## config.mk

```make
export PLATFORM = sky130hd
export DESIGN_NAME = fxalu_queue
export DESIGN_NICKNAME = d
export VERILOG_FILES = /design/src/hw/rtl/fxalu_pkg.sv /design/src/hw/rtl/fxalu_queue.sv
export SDC_FILE = /design/constraint.sdc
export NUM_CORES = 1
export LEC_CHECK = 0
export ABC_AREA = 1
export BUFFER_PORTS_ARGS = -buffer_cell sky130_fd_sc_hd__buf_2
export CORE_ASPECT_RATIO = 0.9
export CORE_MARGIN = 2
export CORE_UTILIZATION = 50
export CTS_BUF_LIST = sky130_fd_sc_hd__clkbuf_2 sky130_fd_sc_hd__clkbuf_4 sky130_fd_sc_hd__clkbuf_8
export DETAILED_ROUTE_END_ITERATION = 10
export GPL_TIMING_DRIVEN = 0
export PLACE_DENSITY = 0.71
export SLEW_MARGIN = 15
export SYNTH_ARGS = -nofsm -noshare
export SYNTH_HDL_FRONTEND = slang
export SYNTH_SLANG_ARGS = --single-unit
```

## constraint.sdc

```tcl
create_clock -name clock -period 8.15 [get_ports clock]
set_input_delay 0.815 -clock clock [delete_from_list [all_inputs] [get_ports clock]]
set_output_delay 0.815 -clock clock [all_outputs]
set_load 0.02 [all_outputs]
```

## src/hw/rtl/fxalu_pkg.sv

```systemverilog
// Shared types, opcodes and constants of the fixed-point ALU.
`timescale 1ns / 1ps
package fxalu_pkg;
   localparam int WORD_BITS = 32;
   localparam int FRAC_BITS = 8;
   localparam int NUM_BITS = WORD_BITS + FRAC_BITS;
   localparam int DIV_STEPS = WORD_BITS + FRAC_BITS;
   localparam int PIPE_DEPTH = DIV_STEPS + 2;
   localparam int QDEPTH = 4;
   localparam int QPTR = $clog2(QDEPTH);

   typedef enum logic [3:0] {
      OP_ADD = 4'd0, OP_SUB = 4'd1, OP_MUL = 4'd2, OP_DIV = 4'd3,
      OP_INC = 4'd4, OP_DEC = 4'd5, OP_MIN = 4'd6, OP_MAX = 4'd7,
      OP_CMP = 4'd8, OP_FROM_INT = 4'd9, OP_TO_INT = 4'd10
   } opcode_type;

   typedef struct packed {
      logic [3:0]                   opcode;
      logic signed [WORD_BITS-1:0]  operand_a;
      logic signed [WORD_BITS-1:0]  operand_b;
   } req_type;

   typedef struct packed {
      logic signed [WORD_BITS-1:0]  result;
      logic                         a_greater;
      logic                         a_equal;
      logic                         a_less;
      logic                         divide_by_zero;
   } rsp_type;

   // Classified item handed from the front part to the back part.
   typedef struct packed {
      logic [3:0]           opcode;
      logic [WORD_BITS-1:0] simple_result;
      logic                 is_mul;
      logic                 is_div;
      logic                 negate;
      logic [WORD_BITS-1:0] mag_a;
      logic [WORD_BITS-1:0] mag_b;
      logic                 a_greater;
      logic                 a_equal;
      logic                 a_less;
      logic                 divide_by_zero;
   } work_type;
endpackage

```

## src/hw/rtl/fxalu_queue.sv

```systemverilog
// Short first-in first-out queue between the front and back parts.
`timescale 1ns / 1ps
module fxalu_queue import fxalu_pkg::*; (
   input  logic     clock,
   input  logic     reset,
   input  logic     push,
   input  work_type push_data,
   output logic     full,
   input  logic     pop,
   output work_type pop_data,
   output logic     empty
);
   work_type mem_ff [QDEPTH];
   logic [QPTR-1:0] wr_ff, wr_in, rd_ff, rd_in;
   logic [QPTR:0]   cnt_ff, cnt_in;
   logic do_push, do_pop;

   assign full = cnt_ff == (QPTR+1)'(QDEPTH);
   assign empty = cnt_ff == '0;
   assign do_push = push && !full;
   assign do_pop = pop && !empty;
   assign pop_data = mem_ff[rd_ff];
   assign wr_in = do_push ? wr_ff + 1'b1 : wr_ff;
   assign rd_in = do_pop ? rd_ff + 1'b1 : rd_ff;
   assign cnt_in = cnt_ff + (QPTR+1)'(do_push) - (QPTR+1)'(do_pop);

   always_ff @(posedge clock) begin
      if (reset) begin
         wr_ff <= '0;
         rd_ff <= '0;
         cnt_ff <= '0;
      end else begin
         wr_ff <= wr_in;
         rd_ff <= rd_in;
         cnt_ff <= cnt_in;
      end
      if (do_push) begin
         mem_ff[wr_ff] <= push_data;
      end
   end

   a_cnt_bound: assert property (@(posedge clock) disable iff (reset)
      cnt_ff <= (QPTR+1)'(QDEPTH)) else $error("queue count overflow");
   a_ptr_gap: assert property (@(posedge clock) disable iff (reset)
      (cnt_ff == '0 || cnt_ff == (QPTR+1)'(QDEPTH)) |-> wr_ff == rd_ff)
      else $error("queue pointers disagree with count");
   a_count_step: assert property (@(posedge clock) disable iff (reset)
      (do_push && !do_pop) |=> cnt_ff == $past(cnt_ff) + 1'b1)
      else $error("queue count did not advance");
endmodule

```

=== After elaboration in Yosys (flattened, before gate mapping) ===
Memory sizes are Yosys's and may differ from the RTL's. A register that Yosys moved wholly into a read port is not among the register bits.
Cells that the tools add are included.

* Register bits after elaboration: 7
* Bits in writable memories: 428
* Input bits: 111
* Output and inout port bits: 109
* Word-level logic and storage cells: 18
* Memories kept: 1

* Add/subtract/negate cells: 4
* Equality and inequality tests: 1
* Mux-type cells: 4
* Reduce and logical (&&, ||, !) cells: 5

{| class="wikitable"
|+ Memory list
! memory !! words !! bits a word !! rd ports !! clocked after Yosys merged registers in !! write ports !! line !! source
|-
| mem_ff || 4 || 107 || 1 || 1 || 1 || fxalu_queue.sv:13 || <nowiki>work_type mem_ff [QDEPTH];</nowiki>
|}

{| class="wikitable"
|+ Operators with widths
! operator !! number
|-
| 2-bit by 1-bit adder with 2-bit output, second input constant || 2
|-
| 2-bit 2-to-1 mux || 2
|-
| 3-bit by 1-bit adder with 3-bit output || 1
|-
| 3-bit == test, second input constant || 1
|-
| 3-bit logical NOT || 1
|-
| 3-bit by 1-bit subtractor with 3-bit output || 1
|-
| 1-bit logical AND || 2
|-
| 1-bit logical NOT || 2
|-
| 1-bit 2-to-1 mux || 2
|}

=== Logic depth before layout (Yosys ltp) ===
* Depth after elaboration: 5
* Gate-level depth with buffers: 11
* Mapped depth without buffers: 11

=== Worst setup path after synthesis ===
OpenSTA, ideal clock, no wires.

* Path kind: input -> register
* From: input port push
* To: memory mem_ff[0][0] in the netlist's numbering (enable)
* Library setup time: 0.574 ns
* Arrival: 5.385 ns
* Required time: 7.576 ns
* Slack: 2.191 ns
* Stages: 2
* Path buffers: 0
* Path through: nand2_1 -> nor2_1

* Word-level cells in the longest chain between the ends: 3

{| class="wikitable"
|+ Ends and longest elaborated chain
! element !! line !! source
|-
| start, declared || fxalu_queue.sv:6 || <nowiki>input logic push,</nowiki>
|-
| 1-bit logical AND || fxalu_queue.sv:20 || <nowiki>assign do_push = push && !full;</nowiki>
|-
| 1-bit 2-to-1 mux || fxalu_queue.sv:37 || <nowiki>if (do_push) begin</nowiki>
|-
| 1-bit 2-to-1 mux (implied by the code) || fxalu_queue.sv:38 || <nowiki>mem_ff[wr_ff] <= push_data;</nowiki>
|-
| end, declared || fxalu_queue.sv:13 ||
|}

Every way passes these cells.

==> metrics.md <==
| Metric | Value |
|---|---|
| Fin cells | about 1900 |
| Vias per std cell | between 5 and 6 |
| Drt drc | 0 |
| Total GRT Usage | approximately 22% |
| R2r startpoint | cnt_ff[1]$_SDFF_PP0_ |
| Critical path arrival | 2.47 ns |
| Status | complete, no violations |
| Dpl ws | between 5 and 6 ns |
| Hold Fails Final Rpt | 0 |
| Fin crit period | 3.28 ns |
| Largest net degree at the start of global routing | 26 |
| Nets | about 1500 |
| Most frequent cells in the layout | edfxtp_1 (428), buf_2 (229), nor2_1 (224) |
| Post-cts resize count | 0 |
| Core area | approximately 0.032 mm² |
| DRT Pass-1 Iters | 5 |
| Crit path cell chain | buf_4 -> inv_2 -> clkbuf_2 -> buf_2 -> o21ai_0 -> o22ai_1 -> buf_2 |
| Post-synthesis sequential area ratio | 79.8% |
| Final setup skew | around 0.026 ns |
| # IOs | between 200 and 250 |
| Netlist Area Pre-Place | about 0.016 mm² |
| Final Routed Wirelength | roughly 38 mm |
| Met2 Usage GRT | ~37% |
| Die H | between 150 and 200 µm |
| Initial antenna violation count | 8 |
| Worst-Skew Late Latency | ~0.58 ns |
| Min-Delay Endpoint | cnt_ff[1]$_SDFF_PP0_ |
| Worst setup SP type | register |
| CTS tree | built |
| CTS root buf | clkbuf_8 |
| RePlAce Congestion | roughly 0.75 |
| CP most frequent cell | buf_2 |
| PortBufs | 219 |
| Max Freq | approximately 300 MHz |
| DR WL/cell | between 20 and 25 µm |
| Final-report setup violation count | 0 |
| Filler cell count | 2443 |
| Commonest non-fill, non-tap cell in the layout | edfxtp_1 |
| Leakage | about 7.0 nW |
| Post-place instance area | ~0.018 mm² |
| R2R cell count | 7 |
| Crit Path Max Fanout | 10 |
| Syn nets | ~1200 |
| Final worst slack | roughly 5 ns |
| Detailed Route Iter0 Violations | 700 |
| Fin crit share | between 40% and 50% |
| RSZ-0062 raised after global routing | no |
| Standard-cell rows | 62 |
| Worst Tran Pin Value | ~0.63 ns |
| Hold crit path type | in2reg |
| TritonCTS buffer count | 69 |
| CTS Sinks | around 440 |
| HP Start | reset |
| Hpwl dp | 24.1 mm |
| Die width | about 190 µm |
| Synth Area per Inst | around 15 µm² |
| Gate Count Post-Synth | around 1100 |
| Hold Buf Count CTS | 0 |
| Slew headroom | 58.1% |
| Layout cells sized above 1 | about a quarter |
| Critical path class | reg2out |
| Worst path required time | between 7 and 8 ns |
| Clock transition at path regs | ~0.060 ns |
| Max-cap violation count | 0 |
| Slowest stage cell, crit path | clkbuf_2 |
| Setup crit end kind | output pin |
| Power Dens Cells | 315 mW/mm² |
| Design Area, Final | around 0.020 mm² |
| Hold path cells | 2 |
| Grt met1 use | between 20% and 30% |
| Remaining Overflow, GRT | 0 |
| Flops & latches, synth | around 440 |
| Vias in the first global route | ~11000 |
| H-tree level count | 3 |
| Worst VDD drop | ~190 µV |
| Clock tree buffer depth | 3 |
| Detail Route Antenna Nets | 0 |
| Critical path buffers and inverters | 5 |
| First-pass GRT wire length | ~57 mm |
| Global routing usage on met3 | under 10% |
| Max Slew Vio Count | 0 |
| Vias | 10256 |
| Max stage delay on crit path | between 0.3 and 0.4 ns |
| Post-CTS setup buffer count | 0 |
| Initial Utilization | slightly above 50% |
| Number of library cell types mapped by synthesis | 20 |
| Synthesis Warnings | 0 |
| Placed cells | roughly 1800 |
| DIE AREA | around 0.034 mm² |
| Layer with the highest usage after global routing | met2 |
| RR Endpoint | mem_ff[1][57]$_DFFE_PP_ |
| CP top delay family | buffers and inverters |
| Area growth syn-to-layout | 21.0% |
| Reg2reg setup slack | approximately 5.7 ns |
-- state kept, by name, summed over array words and instances, names as in the netlist, named ones only --
signal  count
cnt_ff      3
rd_ff       2
wr_ff       2
mem_ff    428
-- through the flow --
step | setup TNS, ns | utilization [%] | hold WS [ns] | total power, mW
floorplan | 0 | - | 0.448 | 3.88
global placement | -563.64 | 56.0 | 0.463 | 4.51
detailed placement | 0 | 57.7 | 0.478 | 4.57
CTS | 0 | 61.7 | 0.402 | 6.29
global route | 0 | 61.7 | 0.414 | 6.52
finish | 0 | 61.7 | 0.432 | 6.23
-- area by class of cell --
cell class                      instances  area (µm²)  area share, %
Antenna cell                            5        12.5         0.0633
Multi-Input combinational cell        577        2810           14.2
Tap cell                              416         520           2.63
Clock inverter                         30         176          0.893
Inverter                               20        80.1          0.405
Clock buffer                           85        1080           5.48
Timing Repair Buffer                  240        1610           8.13
Buffer                                 70         443           2.24
Sequential cell                       437       13000           65.9
-- report_power, final --
part	internal, mW	switching, mW
logic	0.546	1.18
registers	2.73	0.0507
clock network	0.930	0.790
-- cell usage after synthesis --
master / instances / area (µm²)
edfxtp_1: 428 / 12900
nor2_1: 228 / 856
o21ai_0: 199 / 996
o22ai_1: 107 / 669
clkbuf_1: 36 / 135
buf_6: 18 / 203
inv_1: 18 / 67.6
o21ai_1: 15 / 75.1
nand2_1: 12 / 45.0
buf_2: 10 / 50.1
dfxtp_1: 9 / 180
ha_1: 6 / 75.1
a21oi_1: 5 / 25.0
buf_4: 4 / 30.0
nand3_1: 4 / 20.0
buf_12: 1 / 20.0
clkbuf_2: 1 / 5.00
fa_1: 1 / 20.0
inv_2: 1 / 3.75
inv_6: 1 / 8.76
-- cell families after synthesis --
family,count (synthesis),share of synthesized area [%]
buffers and inverters,90,3.20
AOI/OAI and AO/OA,326,10.8
DFF,437,79.8
adders and majority gates,7,0.582
and+or+nand+nor,244,5.64
-- routing by layer --
layer / vias up / part of all wire, % / routed length, µm
met5: - / 0.15 / 57
met4: 8 / 2.5 / 955
met3: 76 / 7.2 / 2700
met2: 359 / 49 / 18600
met1: 5019 / 41 / 15400
li1: 4794 / - / -
-- how the worst max path moves through the flow --
stage / start / endpoint / slack, ns / depth (start not counted)
floorplan: push / mem_ff[0][0]$_DFFE_PP_ / 2.19 / 2
global placement: push / mem_ff[3][63]$_DFFE_PP_ / -1.52 / 3
detailed placement: push / mem_ff[1][61]$_DFFE_PP_ / 5.38 / 6
CTS: register / pop_data[91] / 4.83 / 7
global route: register / pop_data[89] / 4.73 / 7
finish: register / pop_data[91] / 4.87 / 7
(Power assumes the default switching activity.)
