### src/hw/rtl/fxalu_pkg.sv
// Shared types, opcodes and constants of the fixed-point ALU.
`timescale 1ns / 1ps
package fxalu_pkg;
   localparam int WORD_BITS = 32;
   localparam int FRAC_BITS = 8;
   localparam int NUM_BITS = WORD_BITS + FRAC_BITS;
   localparam int DIV_STEPS = WORD_BITS + FRAC_BITS;
   localparam int PIPE_DEPTH = DIV_STEPS + 2;
   localparam int QDEPTH = 4;
   localparam int QPTR = $clog2(QDEPTH);

   typedef enum logic [3:0] {
      OP_ADD = 4'd0, OP_SUB = 4'd1, OP_MUL = 4'd2, OP_DIV = 4'd3,
      OP_INC = 4'd4, OP_DEC = 4'd5, OP_MIN = 4'd6, OP_MAX = 4'd7,
      OP_CMP = 4'd8, OP_FROM_INT = 4'd9, OP_TO_INT = 4'd10
   } opcode_type;

   typedef struct packed {
      logic [3:0]                   opcode;
      logic signed [WORD_BITS-1:0]  operand_a;
      logic signed [WORD_BITS-1:0]  operand_b;
   } req_type;

   typedef struct packed {
      logic signed [WORD_BITS-1:0]  result;
      logic                         a_greater;
      logic                         a_equal;
      logic                         a_less;
      logic                         divide_by_zero;
   } rsp_type;

   // Classified item handed from the front part to the back part.
   typedef struct packed {
      logic [3:0]           opcode;
      logic [WORD_BITS-1:0] simple_result;
      logic                 is_mul;
      logic                 is_div;
      logic                 negate;
      logic [WORD_BITS-1:0] mag_a;
      logic [WORD_BITS-1:0] mag_b;
      logic                 a_greater;
      logic                 a_equal;
      logic                 a_less;
      logic                 divide_by_zero;
   } work_type;
endpackage

### src/hw/rtl/fxalu_front.sv
// Front part: decodes one beat, does the simple operations and compares.
`timescale 1ns / 1ps
module fxalu_front import fxalu_pkg::*; (
   input  logic     clock,
   input  logic     reset,
   input  logic     in_valid,
   input  req_type  in_data,
   output logic     in_ready,
   output logic     out_valid,
   output work_type out_data,
   input  logic     out_ready
);
   logic     valid_ff, valid_in;
   work_type data_ff, data_in;
   logic [WORD_BITS-1:0] a, b, ma, mb;
   logic neg_a, neg_b, lt, gt, eq;

   assign a = in_data.operand_a;
   assign b = in_data.operand_b;
   assign neg_a = a[WORD_BITS-1];
   assign neg_b = b[WORD_BITS-1];
   assign ma = neg_a ? (~a + 1'b1) : a;
   assign mb = neg_b ? (~b + 1'b1) : b;
   assign lt = $signed(a) < $signed(b);
   assign gt = $signed(a) > $signed(b);
   assign eq = a == b;
   assign in_ready = !valid_ff || out_ready;

   always_comb begin
      data_in = '0;
      data_in.opcode = in_data.opcode;
      data_in.mag_a = ma;
      data_in.mag_b = mb;
      data_in.negate = neg_a ^ neg_b;
      data_in.a_greater = gt;
      data_in.a_equal = eq;
      data_in.a_less = lt;
      case (in_data.opcode)
         OP_ADD: data_in.simple_result = a + b;
         OP_SUB: data_in.simple_result = a - b;
         OP_MUL: data_in.is_mul = 1'b1;
         OP_DIV: begin
            data_in.is_div = (b != '0);
            data_in.divide_by_zero = (b == '0);
         end
         OP_INC: data_in.simple_result = a + 1'b1;
         OP_DEC: data_in.simple_result = a - 1'b1;
         OP_MIN: data_in.simple_result = lt ? a : b;
         OP_MAX: data_in.simple_result = lt ? b : a;
         OP_FROM_INT: data_in.simple_result = a << FRAC_BITS;
         OP_TO_INT: begin
            data_in.simple_result = neg_a ? (~(ma >> FRAC_BITS) + 1'b1) : (ma >> FRAC_BITS);
         end
         default: data_in.simple_result = '0;
      endcase
   end

   assign valid_in = in_ready ? in_valid : valid_ff;

   always_ff @(posedge clock) begin
      if (reset) begin
         valid_ff <= 1'b0;
      end else begin
         valid_ff <= valid_in;
      end
      if (in_ready) begin
         data_ff <= data_in;
      end
   end

   assign out_valid = valid_ff;
   assign out_data = data_ff;
endmodule

### config.mk
export PLATFORM = sky130hd
export DESIGN_NAME = fxalu_front
export DESIGN_NICKNAME = d
export VERILOG_FILES = /design/src/hw/rtl/fxalu_pkg.sv /design/src/hw/rtl/fxalu_front.sv
export SDC_FILE = /design/constraint.sdc
export NUM_CORES = 1
export LEC_CHECK = 0
export BUFFER_PORTS_ARGS = -buffer_cell sky130_fd_sc_hd__clkbuf_2
export CORE_MARGIN = 1
export CORE_UTILIZATION = 53
export DETAILED_ROUTE_END_ITERATION = 10
export PLACE_DENSITY = 0.79
export REMOVE_ABC_BUFFERS = 1
export SYNTH_ARGS = -nofsm -noshare
export SYNTH_HDL_FRONTEND = slang
export SYNTH_SLANG_ARGS = --single-unit
### constraint.sdc
create_clock -name clock -period 5.1 [get_ports clock]
set_input_delay 0.51 -clock clock [delete_from_list [all_inputs] [get_ports clock]]
set_output_delay 0.51 -clock clock [all_outputs]
set_load 0.005 [all_outputs]
; After elaboration in Yosys (flattened, before gate mapping)
; Cells that the tools add are included.
[totals]
reg_bits = 108
inputBits = 72
output_inout_bits = 109
elab_cells = 48
[op_classes]
n_addsub = 7
magnitude_cmp = 2
eq_ne = 10
mux = 7
bitwise_logic = 4
n_reduce_logical = 5
[op_table]
columns = cell, n
row1 = one-hot mux 32 bit (8 select lines), 1
row2 = "adder 32 x 1 -> 32 bit, second input constant", 4
row3 = two-way mux 32 bit, 4
row4 = NOT 32 bit, 2
row5 = adder 32 bit, 1
row6 = equality test 32 bit, 1
row7 = > comparator 32 bit, 1
row8 = zero test 32 bit, 1
row9 = less-than comparator 32 bit, 1
row10 = NOT 24 -> 32 bit, 1
row11 = nonzero test 32 bit, 1
row12 = "subtractor 32 x 1 -> 32 bit, second input constant", 1
row13 = subtractor 32 bit, 1
row14 = two-way mux 31 bit, 1
row15 = "equality test 4 x 3 -> 1 bit, second input constant", 4
row16 = "equality test 4 x 2 -> 1 bit, second input constant", 2
row17 = "equality test 4 bit, second input constant", 2
row18 = "equality test 4 x 1 -> 1 bit, second input constant", 1
row19 = zero test 4 bit, 1
row20 = zero test 1 bit, 1
row21 = logical OR 1 bit, 1
row22 = two-way mux 1 bit, 1
row23 = bitwise XOR 1 bit, 1

; Depth between registers and ports, before layout
; Gate-level depths: netlist of run 1.
[depth]
depth_word = 7
ltp_mapped = 21
mapped_depth_nobuf = 20

; Worst setup path after synthesis of run 1
; Ideal clock, no wire load.
[synth_timing]
path_type = input to register
start = input port in_data[1] in the netlist's numbering
end = register data_ff, in the netlist out_data[98], data pin
setup_time_ps = 272
t_arrival_ps = 5145
required_time_ps = 4828
path_slack_ps = -317
path_stages = 20
path_buffers = 1
path_cell_list = inv_1 > ha_1 > or3b_2 > nor3_1 > nand3_1 > or3_1 > nand2b_1 > nor2_1 > xnor2_1 > a21oi_1 > ha_1 > clkbuf_1 > nand4_1 > or3_1 > a2111oi_0 > a221oi_1 > a31oi_1 > a221oi_1 > a41o_1 > or4_1
[synth_rtl]
columns = item, line_no
row1 = start: declaration, fxalu_front.sv:7  ; input req_type in_data,
row2 = end signal: assignment, fxalu_front.sv:67  ; data_ff <= data_in;
row3 = end: declaration, fxalu_front.sv:14  ; work_type data_ff, data_in;

==> flow_summary.json, run 1 <==
{
  "grt_max_degree": 67,
  "critPathMaxFanout": 4,
  "timing.fmax_mhz": 200,
  "vias_per_cell": 6.55,
  "reg2reg_depth": 2,
  "area_growth_pct": 20.5,
  "maxSlewViolCount": 0,
  "worstPathArrival_ns": 5.10,
  "worstReg2RegStart": "out_valid",
  "cp-start-kind": "input pin",
  "dr_total_vias": 11468,
  "finalSetupViolCount": 0,
  "port_buffers": 180,
  "period_needed_ns": 4.99,
  "initial_core_util_pct": 54.9,
  "crit_end": "out_data[101]",
  "vdd_drop_max_v": 0.000165,
  "power.total_mw": 3.12,
  "drt-initial-drc-count": 1158,
  "die_h_um": 145,
  "yosysSeqAreaShare_pct": 29.9,
  "cts_hold_buf": 0,
  "max_slew_margin_pct": 9.87,
  "fin_worst_skew_ns": 0.00986,
  "numClockSinks": 108,
  "rsz0062_at_grt": "yes",
  "routed_wl_um": 40200,
  "maxCapViolations": 0,
  "r2r_slack_ns": 3.51,
  "cts_buffers": 9,
  "pwr_density_cell_mw_per_mm2": 239,
  "yosys_warnings": 0,
  "ys_types": 86,
  "synth_ff_type": "edfxtp_1",
  "cp-startpoint": "in_data[0]",
  "rows": 51,
  "mappedNetlistArea_mm2": 0.0108,
  "place_area_mm2": 0.0126,
  "post-dp-hpwl_um": 30700,
  "core_mm2": 0.0197,
  "drive_gt1_share_pct": 23.9,
  "cp_data_required_time_ns": 5.21,
  "layout.cell_area.non_filler_mm2": 0.0130,
  "pre_cts_slack_ns": -0.391,
  "clk_latency_ns": 0.36,
  "overflow": 0,
  "synth_edf_count": 107,
  "ant_nets": 0,
  "setup_slack_ns": 0.109,
  "leakage_nw": 5.62,
  "hp-class": "in -> reg",
  "worst_pin_slew_ns": 1.34,
  "clk_pin_slew_ns": 0.08,
  "hold_slack_ns": 0.283,
  "outcome": "complete, no violations",
  "clk_path_buf_depth": 2,
  "post_drt_wl_per_cell_um": 23.0,
  "ys_async_sr_fraction_pct": 0,
  "finalHoldViolations": 0,
  "setup.worst_path.end_class": "flip-flop",
  "cts-root-buf": "clkbuf_16",
  "crit_type": "in -> reg",
  "design.die.area_mm2": 0.0210,
  "grt_usage_pct": 38.8,
  "final_common_cell": "clkbuf_2",
  "grt_pass1_wl_um": 60000,
  "grt_pass1_vias": 10513,
  "dr.pass1.iters": 6,
  "synth_seq_cells": 108,
  "place.gp.congestion": 1.03,
  "die_x_um": 145,
  "fin_nets": 1624,
  "r2r_end": "out_data[75]",
  "cts_tree": "yes",
  "utilization_pct": 66.1,
  "grt_antenna_before_repair": 1,
  "ios": 181,
  "num-fill-cells": 1704,
  "avgSynthCellArea_um2": 8.63,
  "final_cell_mix": "180 x clkbuf_2, 107 x xnor2_1, 107 x edfxtp_1, 104 x buf_4, 102 x nand2_1",
  "post-route-drc-count": 0,
  "final.period_utilization_pct": 97.9,
  "synth_cells": 1253,
  "cts.htree.levels": 3,
  "n_antenna_cell": 0
}
-- what timing repair did --
action                                 in CTS  in global routing
setup buffers                               0                  0
pin swaps                                   0                  3
endpoints found under the hold margin       0                  0
resized for setup                           1                 13
setup endpoints to repair                   1                  6
-- metal layers --
metal | part of all wire, % | wire length [µm] | track usage (%)
met1 | 41 | 16400 | 52.0
met2 | 43 | 17400 | 58.5
met3 | 12 | 4910 | 10.1
met4 | 3.9 | 1560 | 16.8
met5 | 0 | 0 | 0
-- worst max-delay path, stage by stage --
cell      delay [ns]
clkbuf_2        0.09
inv_1           0.07
ha_1            0.16
or3b_2          0.52
or3_1           0.43
or4_4           0.55
or3_1           0.36
nand2b_4        0.16
buf_4           0.15
nor2_1          0.11
xnor2_1         0.12
a21oi_1         0.09
ha_1            0.30
and2_1          0.19
nand3_1         0.14
buf_4           0.17
o31ai_2         0.27
mux2_2          0.36
a21oi_1         0.21
nand3_1         0.12
-- cells by family (layout without fill, tap and decap cells) --
| kind of cell | count (synthesis) | after routing | synth area share (%) |
|---|---|---|---|
| AND/OR/NAND/NOR | 402 | 402 | 19.9 |
| AO/OA/AOI/OAI | 376 | 376 | 24.0 |
| XOR/XNOR | 146 | 146 | 11.8 |
| buffers and inverters | 138 | 372 | 4.97 |
| flip-flops | 108 | 108 | 29.9 |
| adder cells (fa/ha/maj) | 70 | 70 | 8.24 |
| multiplexers | 13 | 13 | 1.24 |
-- cell type report --
type | instances | area (µm²) | area share [%]
Multi-Input combinational cell | 1007 | 7150 | 54.9
Sequential cell | 108 | 3230 | 24.8
Timing Repair Buffer | 287 | 1740 | 13.4
Tap cell | 265 | 332 | 2.54
Inverter | 69 | 259 | 1.99
Clock buffer | 9 | 225 | 1.73
Clock inverter | 7 | 87.6 | 0.672
-- worst min-delay path by stage --
stage | from | endpoint | cells past startpoint
global route | reset | out_valid | 2
CTS | reset | out_valid | 2
floorplan | reset | out_valid | 1
detailed placement | reset | out_valid | 2
finish | reset | out_valid | 2
global placement | reset | out_valid | 2
-- report_power, final --
part	total [mW]	leakage (nW)	internal (mW)	switching (mW)
clock	0.772	0.155	0.396	0.377
sequential	1.14	1.15	1.11	0.0308
combinational	1.21	4.32	0.491	0.717
total	3.12	5.62	1.99	1.12
-- Yosys cell counts, types with 12 or more instances --
master	count	area, µm²
xnor2_1	107	937
inv_1	69	259
nand4_1	18	113
a22oi_1	24	180
clkbuf_1	58	218
and3_1	15	93.8
nor3_1	34	170
nand2_1	102	383
xor2_1	39	342
nand3_1	43	215
ha_1	68	851
nand2b_1	17	106
a31oi_1	23	144
o21ai_0	64	320
or3_1	14	87.6
o211ai_1	13	97.6
a211oi_1	13	97.6
a221oi_1	12	105
edfxtp_1	107	3210
a21o_1	34	255
nor4_1	14	87.6
a21oi_1	84	420
nor2_1	74	278
o31ai_1	14	105
-- registers in the layout, indices dropped and copies added (netlist names) --
register,flops
out_data,107
out_valid,1
-- stage by stage --
| stage | cells | TNS (ns) |
|---|---|---|
| after floorplan | 1184 | -0.255 |
| after global placement | 1736 | -0.769 |
| after detailed placement | 1736 | -1.37 |
| after CTS | 1752 | 0 |
| after global routing | 1752 | -0.182 |
| final | 1752 | 0 |
(Power assumes the default switching activity.)
==> inputs of run 2 (changes only) <==
--- a/config.mk
+++ b/config.mk
@@ -7,9 +7,9 @@
 export LEC_CHECK = 0
 export BUFFER_PORTS_ARGS = -buffer_cell sky130_fd_sc_hd__clkbuf_2
 export CORE_MARGIN = 1
-export CORE_UTILIZATION = 53
+export CORE_UTILIZATION = 45
 export DETAILED_ROUTE_END_ITERATION = 10
-export PLACE_DENSITY = 0.79
+export PLACE_DENSITY = 0.69
 export REMOVE_ABC_BUFFERS = 1
 export SYNTH_ARGS = -nofsm -noshare
 export SYNTH_HDL_FRONTEND = slang
==> run 2 against run 1 <==
Against the previous run: non-clock buffer count increased by 7; clock power shrank 2%; sequential cell count is the same; global-route usage decreased by 6.3 points; clock skew increased by 0.0026 ns; register-to-register slack got worse by 0.23 ns; largest power group unchanged; sequential power is essentially flat; first-iteration DRC count increased by 14%; critical endpoint is now out_data[98]; combinational power is essentially flat; largest cell class unchanged; routed wire length about the same.
==> flow_summary.json, run 2 (synthesis results as in run 1) <==
{
  "p_sw_share_pct": 36.0,
  "final_cell_mix": "180 x clkbuf_2, 112 x buf_4, 107 x xnor2_1, 107 x edfxtp_1, 102 x nand2_1",
  "area_growth_pct": 21.5,
  "numClockSinks": 108,
  "ios": 181,
  "post-route-drc-count": 0,
  "worstReg2RegStart": "out_valid",
  "period_needed_ns": 4.90,
  "worst_path_most_repeated_cell": "or4_1",
  "seq_power_share_pct": 36.4,
  "final_common_cell": "clkbuf_2",
  "worst_pin_slew_ns": 1.17,
  "core_mm2": 0.0235,
  "fin_worst_skew_ns": 0.0125,
  "r2r_slack_ns": 3.28,
  "overflow": 0,
  "worstPathCellList": "clkbuf_2 > or4_1 > or4_1 > or4_4 > or3_4 > nand2b_4 > a31oi_1 > ha_1 > a21o_1 > a211o_1 > o21ai_0 > a31oi_2 > a221oi_2 > nor4b_1 > a41o_1 > or4_1",
  "die_x_um": 157,
  "hold_slack_ns": 0.286,
  "clkPwrFrac_pct": 24.3,
  "r2r_end": "out_data[99]",
  "vdd_drop_max_v": 0.000125,
  "timing.fmax_mhz": 204,
  "finalSetupViolCount": 0,
  "dr.pass1.iters": 9,
  "holdPathStages": 2,
  "ant_nets": 0,
  "crit_type": "in -> reg",
  "switchingPower_mw": 1.12,
  "rows": 56,
  "num-fill-cells": 2244,
  "hp-class": "in -> reg",
  "cts_tree": "yes",
  "cp_data_required_time_ns": 5.21,
  "grt_max_degree": 55,
  "routed_wl_um": 40300,
  "finalHoldViolations": 0,
  "dp_cells": 1795,
  "post_drt_wl_per_cell_um": 22.2,
  "leakage_nw": 5.65,
  "rsz0062_at_grt": "no",
  "drt-initial-drc-count": 1321,
  "max_slew_margin_pct": 21.8,
  "setup_tns_ns": 0,
  "clk_latency_ns": 0.36,
  "initial_core_util_pct": 45.9,
  "outcome": "complete, no violations",
  "instances_no_fill": 1813,
  "fin_nets": 1631,
  "vias_per_cell": 6.25,
  "p_int_mw": 2.00,
  "grt_antenna_before_repair": 0,
  "cts.htree.levels": 3,
  "post-dp-hpwl_um": 31700,
  "final.period_utilization_pct": 96.1,
  "grt_pass1_vias": 10267,
  "design.die.area_mm2": 0.0247,
  "critPathMaxFanout": 3,
  "cp-start-kind": "input pin",
  "reg2reg_depth": 2,
  "drive_gt1_share_pct": 24.4,
  "largest_reg_flops": 107,
  "cts_buffers": 9,
  "clk_pin_slew_ns": 0.08,
  "hold_end": "out_valid",
  "combPwrFrac_pct": 39.3,
  "worstPathArrival_ns": 5.01,
  "maxCapViolations": 0,
  "pwr_density_cell_mw_per_mm2": 238,
  "dr_total_vias": 11339,
  "place.gp.congestion": 1.03,
  "cp_slowest_cell": "or4_1",
  "port_buffers": 180,
  "grt_usage_pct": 32.5,
  "setup.worst_path.end_class": "flip-flop",
  "cts-root-buf": "clkbuf_16",
  "grt_pass1_wl_um": 60400,
  "clk_path_buf_depth": 2,
  "holdCritStartpoint": "reset",
  "maxSlewViolCount": 0,
  "die_h_um": 157,
  "n_antenna_cell": 0,
  "critPathMaxStageDelay_ns": 0.62
}
## run 2: cell types whose count changed in the layout (fill, tap and decap cells not counted), sizes merged
cell | previous run | this run
buf | 107 | 114
clkinv | 1 | 2
inv | 74 | 73
## run 2: final cells by class
class                      count  area, µm²  area share, %
multi-input combinational   1007       7150           54.4
inverter                      69        259           1.97
clock buffer                   9        225           1.71
sequential                   108       3230           24.6
clock inverter                 7       92.6          0.704
tap                          319        399           3.04
timing repair buffer         294       1780           13.6
## run 2: how the worst max path moves through the flow
stage	from	to	slack, ns	depth (start not counted)
2_1_floorplan	in_data[1]	out_data[98]	-0.25	19
3_3_place_gp	in_data[0]	out_data[98]	-0.31	18
3_5_place_dp	in_data[1]	out_data[98]	-0.37	18
4_1_cts	in_data[1]	out_data[98]	0.02	18
5_1_grt	in_data[10]	out_data[98]	0.02	16
6_report	in_data[10]	out_data[98]	0.20	16
## run 2: power groups by stage
stage | registers (mW) | logic [mW] | clock network [mW]
2_1_floorplan | 1.17 | 0.646 | 0
3_3_place_gp | 1.16 | 1.17 | 0
3_5_place_dp | 1.16 | 1.17 | 0
4_1_cts | 1.14 | 1.18 | 0.769
5_1_grt | 1.15 | 1.32 | 0.792
6_report | 1.14 | 1.23 | 0.760
## run 2: per-layer routing
metal	track usage (%)	wire length [µm]	vias up
met1	46.7	17300	5382
met3	7.98	4910	92
met2	47.2	16800	667
met4	10.4	1170	0
met5	0	0	-
li1	-	-	5198
## run 2: worst max-delay path: cells and delay by family
kind,cells,cell delay [ns]
adder cells (fa/ha/maj),1,0.26
AO/OA/AOI/OAI,7,1.41
buffers and inverters,1,0.09
AND/OR/NAND/NOR,7,2.74
## run 2: through the flow
stage               util, %  total power, mW  instance area (µm²)  worst slack [ns]
global placement       54.1             2.33                12700            -0.307
detailed placement     54.1             2.33                12700            -0.369
floorplan                 -             1.82                10500            -0.255
CTS                    55.5             3.09                13100            0.0243
global route           55.8             3.27                13100            0.0159
finish                 55.8             3.13                13100             0.198
## run 2: timing repair
action	4_1_cts	5_1_grt
pin swaps	0	4
setup buffers	0	2
hold buffers	0	0
cloned	0	0
setup endpoints to repair	1	7
resized for setup	1	16
